File: src/hdl/lds_pkg.sv
`timescale 1ns / 1ps

package lds_pkg;

   localparam int PosBits  = 16;
   localparam int SymBits  = 8;
   localparam int SymCount = 1 << SymBits;
   localparam int LenBits  = SymBits + 1;
   localparam int MaxLen   = SymCount;

   typedef logic [PosBits-1:0] pos_type;
   typedef logic [SymBits-1:0] sym_type;
   typedef logic [LenBits-1:0] len_type;

endpackage

File: src/hdl/lds_if.sv
`timescale 1ns / 1ps

interface lds_req_if import lds_pkg::*; ();
   logic    valid;
   logic    ready;
   sym_type symbol;
   logic    symbol_valid;
   logic    last;

   modport source (output valid, output symbol, output symbol_valid, output last,
                   input ready);
   modport sink   (input valid, input symbol, input symbol_valid, input last,
                   output ready);
endinterface

interface lds_rsp_if import lds_pkg::*; ();
   logic    valid;
   logic    ready;
   len_type longest_length;
   logic    too_long;

   modport source (output valid, output longest_length, output too_long, input ready);
   modport sink   (input valid, input longest_length, input too_long, output ready);
endinterface

File: src/hdl/longest_distinct_run_scanner.sv
`timescale 1ns / 1ps
// Throughput: one request per cycle, sustained; a stall happens only when a
// last request meets a full result register that is not drained that cycle.
// Path to a result: the last request and its position-table read register in
// stage 1, and the result register loads as that request leaves stage 1; a
// full result register that is not drained can hold it in stage 1.
// Reset clears all control state and the seen marks at once; the position table
// is not cleared and is read only behind a set seen mark.
module longest_distinct_run_scanner import lds_pkg::*; (
   input  logic        clock,
   input  logic        reset,
   lds_req_if.sink     req_chan,
   lds_rsp_if.source   rsp_chan
);

   // position table
   pos_type pos_mem [SymCount];
   pos_type rd_pos_ff;

   // stage 1 request
   logic    s1_valid_ff, s1_valid_in;
   sym_type s1_sym_ff;
   logic    s1_symv_ff;
   logic    s1_last_ff;
   logic    s1_go;
   logic    req_take;

   // last table write, for forwarding
   logic    wr_valid_ff;
   sym_type wr_sym_ff;
   pos_type wr_pos_ff;

   // string state
   logic [SymCount-1:0] seen_ff, seen_in;
   pos_type wstart_ff, wstart_in;
   pos_type pos_ff, pos_in;
   len_type cur_len_ff, cur_len_in;
   len_type best_len_ff, best_len_in;
   logic    ovf_ff, ovf_in;

   // result register
   logic    rsp_valid_ff, rsp_valid_in;
   len_type rsp_len_ff;
   logic    rsp_ovf_ff;

   pos_type prev_pos;
   pos_type run_len;
   logic    hit;
   logic    sym_take;
   len_type cur_upd, best_upd, result;
   logic    ovf_upd;

   assign s1_go    = !s1_last_ff || !rsp_valid_ff || rsp_chan.ready;
   assign req_chan.ready = !s1_valid_ff || s1_go;
   assign req_take = req_chan.valid && req_chan.ready;
   assign sym_take = s1_valid_ff && s1_go && s1_symv_ff;

   always_ff @(posedge clock) begin
      if (req_take) begin
         rd_pos_ff <= pos_mem[req_chan.symbol];
      end
      if (sym_take) begin
         pos_mem[s1_sym_ff] <= pos_ff;
      end
   end

   always_comb begin
      prev_pos = (wr_valid_ff && (wr_sym_ff == s1_sym_ff)) ? wr_pos_ff : rd_pos_ff;
      hit      = seen_ff[s1_sym_ff] && (prev_pos >= wstart_ff);
      run_len  = pos_ff - prev_pos;

      cur_upd    = cur_len_ff;
      best_upd   = best_len_ff;
      wstart_in  = wstart_ff;
      pos_in     = pos_ff;
      ovf_upd    = ovf_ff;
      seen_in    = seen_ff;

      if (sym_take) begin
         if (hit) begin
            if (cur_len_ff > best_len_ff) begin
               best_upd = cur_len_ff;
            end
            cur_upd   = (run_len > pos_type'(MaxLen)) ? len_type'(MaxLen)
                                                     : len_type'(run_len);
            wstart_in = prev_pos + pos_type'(1);
         end else if (cur_len_ff < len_type'(MaxLen)) begin
            cur_upd = cur_len_ff + len_type'(1);
         end
         seen_in[s1_sym_ff] = 1'b1;
         if (pos_ff == '1) begin
            ovf_upd = 1'b1;
         end
         pos_in = pos_ff + pos_type'(1);
      end

      result = (cur_upd > best_upd) ? cur_upd : best_upd;

      cur_len_in  = cur_upd;
      best_len_in = best_upd;
      ovf_in      = ovf_upd;

      // drop the string state once the result is loaded into the result register
      if (s1_valid_ff && s1_go && s1_last_ff) begin
         seen_in     = '0;
         wstart_in   = '0;
         pos_in      = '0;
         cur_len_in  = '0;
         best_len_in = '0;
         ovf_in      = 1'b0;
      end

      s1_valid_in  = req_take ? 1'b1 : (s1_go ? 1'b0 : s1_valid_ff);
      rsp_valid_in = (s1_valid_ff && s1_go && s1_last_ff) ? 1'b1
                   : (rsp_chan.ready ? 1'b0 : rsp_valid_ff);
   end

   always_ff @(posedge clock) begin
      if (reset) begin
         s1_valid_ff  <= 1'b0;
         wr_valid_ff  <= 1'b0;
         seen_ff      <= '0;
         wstart_ff    <= '0;
         pos_ff       <= '0;
         cur_len_ff   <= '0;
         best_len_ff  <= '0;
         ovf_ff       <= 1'b0;
         rsp_valid_ff <= 1'b0;
      end else begin
         s1_valid_ff  <= s1_valid_in;
         seen_ff      <= seen_in;
         wstart_ff    <= wstart_in;
         pos_ff       <= pos_in;
         cur_len_ff   <= cur_len_in;
         best_len_ff  <= best_len_in;
         ovf_ff       <= ovf_in;
         rsp_valid_ff <= rsp_valid_in;
         if (sym_take) begin
            wr_valid_ff <= 1'b1;
         end
      end
   end

   always_ff @(posedge clock) begin
      if (req_take) begin
         s1_sym_ff  <= req_chan.symbol;
         s1_symv_ff <= req_chan.symbol_valid;
         s1_last_ff <= req_chan.last;
      end
      if (sym_take) begin
         wr_sym_ff <= s1_sym_ff;
         wr_pos_ff <= pos_ff;
      end
      if (s1_valid_ff && s1_go && s1_last_ff) begin
         rsp_len_ff <= result;
         rsp_ovf_ff <= ovf_upd;
      end
   end

   assign rsp_chan.valid          = rsp_valid_ff;
   assign rsp_chan.longest_length = rsp_len_ff;
   assign rsp_chan.too_long       = rsp_ovf_ff;

   a_cur_len_range: assert property (@(posedge clock) disable iff (reset)
      cur_len_ff <= len_type'(MaxLen))
      else $error("current length above maximum");

   a_best_len_range: assert property (@(posedge clock) disable iff (reset)
      best_len_ff <= len_type'(MaxLen))
      else $error("best length above maximum");

   a_string_clear: assert property (@(posedge clock) disable iff (reset)
      (s1_valid_ff && s1_go && s1_last_ff) |=>
         (seen_ff == '0 && pos_ff == '0 && cur_len_ff == '0 && rsp_valid_ff))
      else $error("string state not cleared at end of string");

   a_no_overrun: assert property (@(posedge clock) disable iff (reset)
      (s1_valid_ff && !s1_go) |=> (s1_valid_ff && $stable(s1_sym_ff)))
      else $error("stalled request lost");

   a_stall_cause: assert property (@(posedge clock) disable iff (reset)
      (s1_valid_ff && !s1_go) |-> (rsp_valid_ff && s1_last_ff))
      else $error("stall without full result register");

endmodule
File: src/flat_wrapper.sv
// flat-port wrapper written by rule: the top's interface ports become plain ports
module longest_distinct_run_scanner_flat import lds_pkg::*;
  (clock, reset, req_chan_valid, req_chan_symbol, req_chan_symbol_valid, req_chan_last, req_chan_ready, rsp_chan_valid, rsp_chan_longest_length, rsp_chan_too_long, rsp_chan_ready);
  lds_req_if req_chan_i ();
  lds_rsp_if rsp_chan_i ();
  input  logic clock;
  input  logic reset;
  input wire logic [$bits(req_chan_i.valid)-1:0] req_chan_valid;
  input wire logic [$bits(req_chan_i.symbol)-1:0] req_chan_symbol;
  input wire logic [$bits(req_chan_i.symbol_valid)-1:0] req_chan_symbol_valid;
  input wire logic [$bits(req_chan_i.last)-1:0] req_chan_last;
  output wire logic [$bits(req_chan_i.ready)-1:0] req_chan_ready;
  output wire logic [$bits(rsp_chan_i.valid)-1:0] rsp_chan_valid;
  output wire logic [$bits(rsp_chan_i.longest_length)-1:0] rsp_chan_longest_length;
  output wire logic [$bits(rsp_chan_i.too_long)-1:0] rsp_chan_too_long;
  input wire logic [$bits(rsp_chan_i.ready)-1:0] rsp_chan_ready;
  assign req_chan_i.valid = req_chan_valid;
  assign req_chan_i.symbol = req_chan_symbol;
  assign req_chan_i.symbol_valid = req_chan_symbol_valid;
  assign req_chan_i.last = req_chan_last;
  assign req_chan_ready = req_chan_i.ready;
  assign rsp_chan_valid = rsp_chan_i.valid;
  assign rsp_chan_longest_length = rsp_chan_i.longest_length;
  assign rsp_chan_too_long = rsp_chan_i.too_long;
  assign rsp_chan_i.ready = rsp_chan_ready;
  longest_distinct_run_scanner u_core (.clock(clock), .reset(reset), .req_chan(req_chan_i), .rsp_chan(rsp_chan_i));
endmodule
File: config.mk
export PLATFORM = sky130hd
export DESIGN_NAME = longest_distinct_run_scanner_flat
export DESIGN_NICKNAME = d
export VERILOG_FILES = /design/src/hdl/lds_pkg.sv /design/src/hdl/lds_if.sv /design/src/hdl/longest_distinct_run_scanner.sv /design/src/flat_wrapper.sv
export SDC_FILE = /design/constraint.sdc
export NUM_CORES = 2
export LEC_CHECK = 0
export BUFFER_PORTS_ARGS = -buffer_cell sky130_fd_sc_hd__buf_4
export CORE_ASPECT_RATIO = 0.6
export CORE_UTILIZATION = 35
export DETAILED_ROUTE_END_ITERATION = 10
export PLACE_DENSITY = 0.46
export SLEW_MARGIN = 20
export SYNTH_ARGS = -nofsm -noshare
export SYNTH_HDL_FRONTEND = slang
export SYNTH_SLANG_ARGS = --single-unit
File: constraint.sdc
create_clock -name clock -period 9.8 [get_ports clock]
set_input_delay 0 -clock clock [delete_from_list [all_inputs] [get_ports clock]]
set_output_delay 0 -clock clock [all_outputs]
set_load 0.02 [all_outputs]
==> results.md <==
- Synth top cells by count: edfxtp_1, mux4_2, nor2_1, dfxtp_1, clkbuf_1
- Multi-input gate area: 40500 µm²
- Mean Syn Cell Area: 22.1 µm²
- Synthesized area: approximately 170000 µm²
- Sequential fraction of the synthesis area: between 70% and 80%
- Final setup vio count: 0
- Routing usage on met3: 5.11%
- DRC marker count from the first detailed-route iteration: 10600
- Total grt overflow: 0
- Number of buffers and inverters on the critical path: 3
- Die Span Y: 546 µm
- Critical path's top delay family: compound AO/OA/AOI/OAI gates
- First-pass GRT wire length: 714 mm
- Utilization after layout: 40.2%
- Clock latency on the worst-skew pair: 1040 ps
- Busiest grt layer: met1
- Max_slew headroom: 18.3%
- Net Sw Frac: a little over a fifth
- Met2 Usage GRT: 29.2%
- Fmax: 0.118 GHz
- Cts repair resizes: 0
- Post-synth ARST share: 0%
- FP Rows: 199
- Place WS: ~1300 ps
- Post-Synthesis Cells: 7807
- Final nets: slightly above 8000
- Endpoints failing hold: 0
- Final cell count without fillers: between 15000 and 20000
- Worst vdd ir: 0.152 mV
- Detailed placer's ending HPWL: slightly above 300 mm
- Register Area: 131000 µm²
- DIE AREA: about 500000 µm²
- Tcrit/Tclk final: between 80% and 90%
- Register bit total from synthesis: about 4500
- Area contributors post-synth: edfxtp_1, mux4_2, dfxtp_1
- Ys Warns: 0
- Pin count of the biggest net entering global routing: 184
- CP dominant cell by count: o21a_1
- Post-Route Setup TNS: 0 ps
- Vias per cell: 5.58
- Worst Tran Pin Value: approximately 1200 ps
- GR Util met1: 32.7%
- Placer Congestion: 0.778
- Fillers: 42900
- Ratio of cells with drive above 1 in the final layout: 30.4%
- Clock root cell: clkbuf_16
- Antenna violations before repair: 76
- Starting Density: 35.2%
- CP max stage cell: mux2i_1
- Port Buf Inserts: 25
- Synth area leader: edfxtp_1
- Vias: 84100
- Final worst slack: approximately 1400 ps
- Final instance area: 197000 µm²
- RSZ-0062 raised after global routing: false
- DRT antenna net count: 0
- Most common cell in the netlist: edfxtp_1
- Logic pwr share: 2.5%
- Die X: 908 µm
- Worst path required time: between 10000 and 15000 ps
- Power Internal: roughly 30 mW
- Core area: 490000 µm²
- Type of origin of the critical path: flop
- Mapped Nets: 7862
- Clk slew on worst S/H paths: 70 ps
- DRC: 0
- Area after DPL: 183000 µm²
- Hold Crit Class: in2reg
- Worst-path maximum fanout: 23
- Ys flop type: edfxtp_1
- Vias in the first global route: 83700
- Post-placement cell count: 14200
- Sw Pwr: about 8 mW
- Power Dens Cells: 194 nW/µm²
- Maximum root-to-sink buffer count: 4
- Max-cap violations: 0
- Clock Sink Count: ~4500
- Global Route Usage Sum: 20.7%
- Drt total wl: 521 mm
- TritonCTS Buffers: 421
- Area grow syn2layout: 14.1%
- # IOs: 26
- Sequential fraction of design power: 54.0%
- Clock skew: 64.7 ps
- Clk pwr share: 43.5%
- Crit Path Class: reg2reg
- Total power draw: 38.1 mW
- Lkg Pwr: 51.5 nW
- H-tree levels: 5
- Critical path arrival: 9270 ps
- Post-synth EDFFs: a little over 4000
- Yosys cell types: 85
- Largest stage delay, worst path: 610 ps
- Hold_ws: ~36 ps
- Final min period: ~8400 ps
- Status: complete, no violations
- DR pass1 iterations: 5
- Max-slew violations: 0
- Critical path endpoint category: flop
- DR WL/cell: 34.6 µm
- Area share of the largest cell type after synthesis: 72.4%
- CTS tree: built
-- cell families after synthesis --
family | after synthesis | share of synthesized area, %
mux | 1462 | 18.8
xor+xnor | 51 | 0.272
buf+inv | 480 | 1.09
fa+ha+maj | 44 | 0.315
flops | 4466 | 76.0
simple gates | 1081 | 2.57
compound gates | 223 | 0.942
-- metal layers --
metal  vias to the layer above  wire (µm)  share of wire, %
met5                         -        170             0.033
met2                      3367     221000                42
met4                        26       9400               1.8
li1                      33400          -                 -
met1                     46700     245000                47
met3                       559      45400               8.7
-- layout make-up --
class                           count  area share [%]
Timing Repair Buffer              332            1.52
Antenna cell                       34          0.0432
Tap cell                         6532            4.15
Clock inverter                    272            1.33
Multi-Input combinational cell   2861            20.6
Clock buffer                      513            5.66
Sequential cell                  4466            66.6
Inverter                           55           0.105
-- timing repair --
action / in CTS / in global routing
endpoints found under the setup margin: 0 / 0
hold buffers: 16 / 0
buffers inserted: 0 / 0
endpoints found under the hold margin: 104 / 0
-- tightest hold or removal path, delay by kind of cell --
family	cells	cell delay, ps
buffers and inverters	3	770
AO/OA/AOI/OAI	1	110
-- power groups by stage --
stage | Combinational (mW) | Clock [mW] | Sequential, mW
6_report | 0.958 | 16.6 | 20.6
5_1_grt | 1.01 | 17.6 | 20.6
4_1_cts | 0.977 | 16.9 | 20.6
3_5_place_dp | 0.971 | 0 | 21.0
3_3_place_gp | 0.972 | 0 | 21.0
2_1_floorplan | 0.626 | 0 | 21.0
-- flip-flops by register name, indices dropped and copies added, names as in the netlist, 8 cells and up --
signal                          count
u_core.seen_ff                    256
u_core.wstart_ff                   16
u_core.wr_sym_ff                    8
u_core.rd_pos_ff                   16
u_core.s1_sym_ff                    8
u_core.wr_pos_ff                   16
u_core.rsp_chan.longest_length      9
u_core.pos_ff                      16
u_core.best_len_ff                  9
u_core.cur_len_ff                   9
u_core.pos_mem                   4096
-- cell usage in the layout, fill, tap and decap left out, drive strengths merged, types with 5 or more instances in the layout --
master	netlist	final
a21o	14	14
a21oi	53	53
mux2	5	5
mux4	1424	1424
o22ai	7	7
and2	13	13
dfxtp	310	310
nand2b	10	10
nor4	5	5
and3	11	11
buf	126	316
nor2	872	872
o21ai	21	21
o31ai	6	6
clkinvlp	0	19
or2	5	5
nand4	18	18
a211oi	10	10
nand3	27	27
edfxtp	4156	4156
a31oi	14	14
xnor2	30	30
clkbuf	299	513
inv	54	65
xor2	21	21
ha	41	41
dlygate4sd3	0	16
a22oi	33	33
diode	0	34
mux2i	33	33
clkinv	1	204
nor2b	12	12
a31o	6	6
o21a	17	17
bufinv	0	39
o211ai	8	8
nor3	24	24
nand2	69	69
-- worst paths after layout --
path,slack [ps],startpoint,cells after the start,to
hold reg to reg,470,u_core.seen_ff[170]$_SDFFE_PP0P_,2,u_core.seen_ff[170]$_SDFFE_PP0P_
hold / removal,40,req_chan_valid,4,u_core.s1_symv_ff$_DFFE_PP_
setup reg to reg,1360,u_core.s1_sym_ff[5]$_DFFE_PP_,30,u_core.rsp_chan.longest_length[5]$_DFFE_PP_
setup / recovery,1360,u_core.s1_sym_ff[5]$_DFFE_PP_,30,u_core.rsp_chan.longest_length[5]$_DFFE_PP_
Power figures use the tool's default switching activity.
